$ cat src/rtl/salloc_pkg.sv
// Shared constants, codes and types of the slot allocator.
`timescale 1ns / 1ps
package salloc_pkg;

   localparam int unsigned MAX_SLOTS  = 1024;
   localparam int unsigned SLOT_W     = $clog2(MAX_SLOTS);
   localparam int unsigned CNT_W      = $clog2(MAX_SLOTS + 1);
   localparam int unsigned CSR_ADDR_W = 3;
   localparam int unsigned CSR_DATA_W = 32;

   typedef logic [1:0] mode_type;
   typedef logic [1:0] status_type;

   localparam mode_type MODE_RESERVE     = 2'd0;
   localparam mode_type MODE_RELEASE     = 2'd1;
   localparam mode_type MODE_RELEASE_ALL = 2'd2;

   localparam status_type STATUS_OK       = 2'd0;
   localparam status_type STATUS_BAD_SLOT = 2'd1;
   localparam status_type STATUS_NO_SLOT  = 2'd2;

   // Register index of init_count.
   localparam logic REG_INIT_COUNT = 1'b0;

   typedef struct packed {
      logic             load;
      logic [CNT_W-1:0] count;
   } cfg_type;

endpackage

$ cat src/rtl/salloc_csr.sv
// Configuration register block: holds init_count and signals a re-initialization.
`timescale 1ns / 1ps
module salloc_csr (
   input  logic                                 clock,
   input  logic                                 reset,
   input  logic                                 csr_psel,
   input  logic                                 csr_penable,
   input  logic                                 csr_pwrite,
   input  logic [salloc_pkg::CSR_ADDR_W-1:0]    csr_paddr,
   input  logic [salloc_pkg::CSR_DATA_W-1:0]    csr_pwdata,
   output logic [salloc_pkg::CSR_DATA_W-1:0]    csr_prdata,
   output logic                                 csr_pready,
   output salloc_pkg::cfg_type                  cfg
);
   import salloc_pkg::*;

   logic [CNT_W-1:0] init_count_ff;
   logic [CNT_W-1:0] init_count_in;
   logic             wr_hit;
   logic [CNT_W-1:0] sat_count;

   assign csr_pready = 1'b1;
   assign wr_hit = csr_psel && csr_penable && csr_pwrite && (csr_paddr[2] == REG_INIT_COUNT);
   assign init_count_in = wr_hit ? csr_pwdata[CNT_W-1:0] : init_count_ff;

   // Counts above the slot capacity saturate.
   assign sat_count = (csr_pwdata[CNT_W-1:0] > CNT_W'(MAX_SLOTS)) ? CNT_W'(MAX_SLOTS)
                                                                 : csr_pwdata[CNT_W-1:0];

   always_ff @(posedge clock) begin
      if (reset) begin
         init_count_ff <= '0;
      end else begin
         init_count_ff <= init_count_in;
      end
   end

   always_comb begin
      cfg.load  = wr_hit;
      cfg.count = sat_count;
      if (csr_paddr[2] == REG_INIT_COUNT) begin
         csr_prdata = CSR_DATA_W'(init_count_ff);
      end else begin
         csr_prdata = '0;
      end
   end
endmodule

$ cat config.mk
export PLATFORM = sky130hd
export DESIGN_NAME = salloc_csr
export DESIGN_NICKNAME = d
export VERILOG_FILES = /design/src/rtl/salloc_pkg.sv /design/src/rtl/salloc_csr.sv
export SDC_FILE = /design/constraint.sdc
export NUM_CORES = 1
export LEC_CHECK = 0
export ABC_AREA = 1
export BUFFER_PORTS_ARGS = -buffer_cell sky130_fd_sc_hd__buf_4
export CORE_UTILIZATION = 35
export CTS_BUF_LIST = sky130_fd_sc_hd__clkbuf_4 sky130_fd_sc_hd__clkbuf_8 sky130_fd_sc_hd__clkbuf_16
export CTS_CLUSTER_DIAMETER = 40
export CTS_CLUSTER_SIZE = 25
export DETAILED_ROUTE_END_ITERATION = 10
export PLACE_DENSITY = 0.89
export SKIP_CTS_REPAIR_TIMING = 1
export SYNTH_ARGS = -nofsm -noshare
export SYNTH_HDL_FRONTEND = slang
export SYNTH_SLANG_ARGS = --single-unit
$ cat constraint.sdc
create_clock -name clock -period 0.8 [get_ports clock]
set_input_delay 0 -clock clock [delete_from_list [all_inputs] [get_ports clock]]
set_output_delay 0 -clock clock [all_outputs]
set_load 0.005 [all_outputs]
==> impl_metrics.tcl <==
set metrics [dict create \
    status "finished with violations" \
    violations "negative hold slack, negative setup slack" \
    yosysWarnings 0 \
    antenna_found_initial 0 \
    grt_util_all_layers_pct 13.83 \
    grt_util_met1_pct 14.77 \
    largest_reg_flops 11 \
    switchingPower_uw 389.5 \
    syn_avg_cell_area_sq_um 6.518 \
    drt_iter0_markers 6 \
    pre_cts_ws_ps -9.148 \
    clock-sinks 11 \
    gp_congestion 0.6963 \
    top_regs "init_count_ff: 11 flops" \
    hold_violations 3 \
    grt_start_max_net_pins 12 \
    wl_mm 2.056 \
    grt.met2_usage_pct 26.10 \
    fp.dieArea_sq_um 2603 \
    seq_power_share_pct 42.2 \
    cap_viol_max_count 0 \
    design_area_sq_um 1252 \
    holdWs_ps -32.16 \
    vias_per_cell 4.117 \
    first_global_vias 706 \
    fin_setup_tns_ps -495.8 \
    placementRows 17 \
    overflow 0 \
    setup.worst_path.end_class "primary output" \
    ant_nets 0 \
    top_register "init_count_ff" \
    wire_per_inst_um 10.03 \
    syn_area_sq_um 840.8 \
    instances_no_fill 205 \
    yosysTopAreaCell "dfxtp_1" \
    ys_ff_latch 11 \
    ir_worst_vdd_mv 0.8764 \
    cts_root_buffer "clkbuf_4" \
    clkPwrFrac_pct 30.7 \
    cp-start-kind "flop" \
    min_period_ps 878.2 \
    clk_latency_ps 270 \
    nets 218 \
    setup_viol 18 \
    place_area_sq_um 1092 \
    timing.final.ws_setup_ps -78.18 \
    rsz0062_at_grt "yes" \
    slew_violations 0 \
    max_freq_ghz 1.139 \
    cts.htree.levels 1 \
    drc 0 \
    ys_types 16 \
    ioPinCount 85 \
    die_w_um 51.02 \
    area_growth_pct 48.96 \
    clockBufferDepth 2 \
    final_core_util_pct 56.08 \
    dp_hpwl_mm 1.383 \
    die_h_um 51.02 \
    worst_ep_arrival_time_ps 880 \
    vias 844 \
    core_area_sq_um 2233 \
    drtPass1Iterations 4 \
    hold_class "primary input to flop" \
    cp.required_ps 800 \
    layout-drive-gt1-share_pct 52.54 \
    cts_tree "yes" \
    yosys.area.top_type_share_pct 26.19 \
    place_inst 196 \
    cts_inserted_buffers 3 \
    initial_core_util_pct 37.65 \
    synth-seq-area-share_pct 26.19 \
    grt_pass1_wl_mm 2.787 \
    path_max_fanout 2 \
    p_comb_share_pct 27.1 \
    port_buffers 39 \
    cts.reportedPaths.clkPinSlew_ps 70 \
    swShare_pct 28.29 \
    skew_ps 0 \
    leakagePower_uw 0.0006611 \
    power_density_nw_per_um2 1099 \
    finalCritPeriodShare_pct 109.8 \
    grt_use_met3_pct 2.679 \
    setup.worst_path.class "flop to primary output" \
    p_int_uw 987.1 \
    synth_area_leaders "dfxtp_1 26%, buf_4 21%, nor2_1 16%" \
    synthCells 129 \
    antenna_cells 0 \
    busiest_layer "met2" \
]
## cells in the mapped netlist
| library cell | n |
|---|---|
| buf_2 | 1 |
| buf_4 | 23 |
| buf_6 | 2 |
| clkbuf_1 | 1 |
| clkbuf_4 | 1 |
| conb_1 | 2 |
| dfxtp_1 | 11 |
| inv_1 | 23 |
| inv_2 | 1 |
| nand3_1 | 3 |
| nor2_1 | 36 |
| nor2_2 | 12 |
| nor2_4 | 1 |
| nor2_8 | 1 |
| o21ai_0 | 2 |
| o21ai_1 | 9 |
## power by group through the flow
stage               clock (uW)  sequential, uW  combinational (uW)
finish                     422             582                 373
global route               466             584                 410
CTS                        421             575                 316
detailed placement           0             588                 314
global placement             0             587                 310
floorplan                    0             586                 226
## layout by cell type, fill, tap and decap left out
cell,instances
clkbuf_4,4
dfxtp_2,11
dlygate4sd3_1,4
buf_6,4
nor2_4,6
buf_4,42
nor2_2,13
nor2_1,31
inv_2,9
nand3_1,1
inv_1,15
buf_8,1
nor2_8,1
o21ai_1,9
nand3_2,2
conb_1,22
o21ai_0,2
## logic make-up (layout without fill, tap and decap cells)
group	count (synthesis)	in the layout	synth area share, %
simple gates	53	54	30.51
buf+inv	52	79	35.86
compound gates	11	11	6.547
flops	11	11	26.19
other cells	2	22	0.8932
## critical path, cell delays in order, from the launching register on
cell     delay (ps)
dfxtp_2         350
inv_2            30
nor2_1          110
buf_4           130
## layer usage
metal  vias up  part of all wire [%]  wire (um)
li1        427                     -          -
met3         5                   7.4        152
met1       369                    39        798
met4         0                   1.1         23
met2        43                    53       1081
met5         -                     0          0
## layout make-up
type | count | area (sq um)
Multi-Input combinational cell | 87 | 447.9
Inverter | 24 | 90.09
Sequential cell | 11 | 234.0
Timing Repair Buffer | 51 | 415.4
Fill cell | 222 | 980.9
Clock buffer | 4 | 30.03
Tap cell | 28 | 35.03
## per-stage QoR
| stage | hold WS [ps] | total power (uW) |
|---|---|---|
| after floorplan | 31.10 | 812.4 |
| after global placement | 201.3 | 896.9 |
| after detailed placement | 206.0 | 902.2 |
| after CTS | -36.97 | 1312 |
| after global routing | -0.4546 | 1461 |
| final | -32.16 | 1377 |
## path summary, 6_finish.rpt
kind	from	end	slack [ps]	cells past startpoint
max	init_count_ff[4]	csr_prdata[4]	-80	3
min reg2reg	init_count_ff[1]	init_count_ff[1]	500	2
max reg2reg	init_count_ff[5]	init_count_ff[5]	150	2
min	csr_pwdata[0]	init_count_ff[0]	-30	3
(Power assumes the default switching activity.)
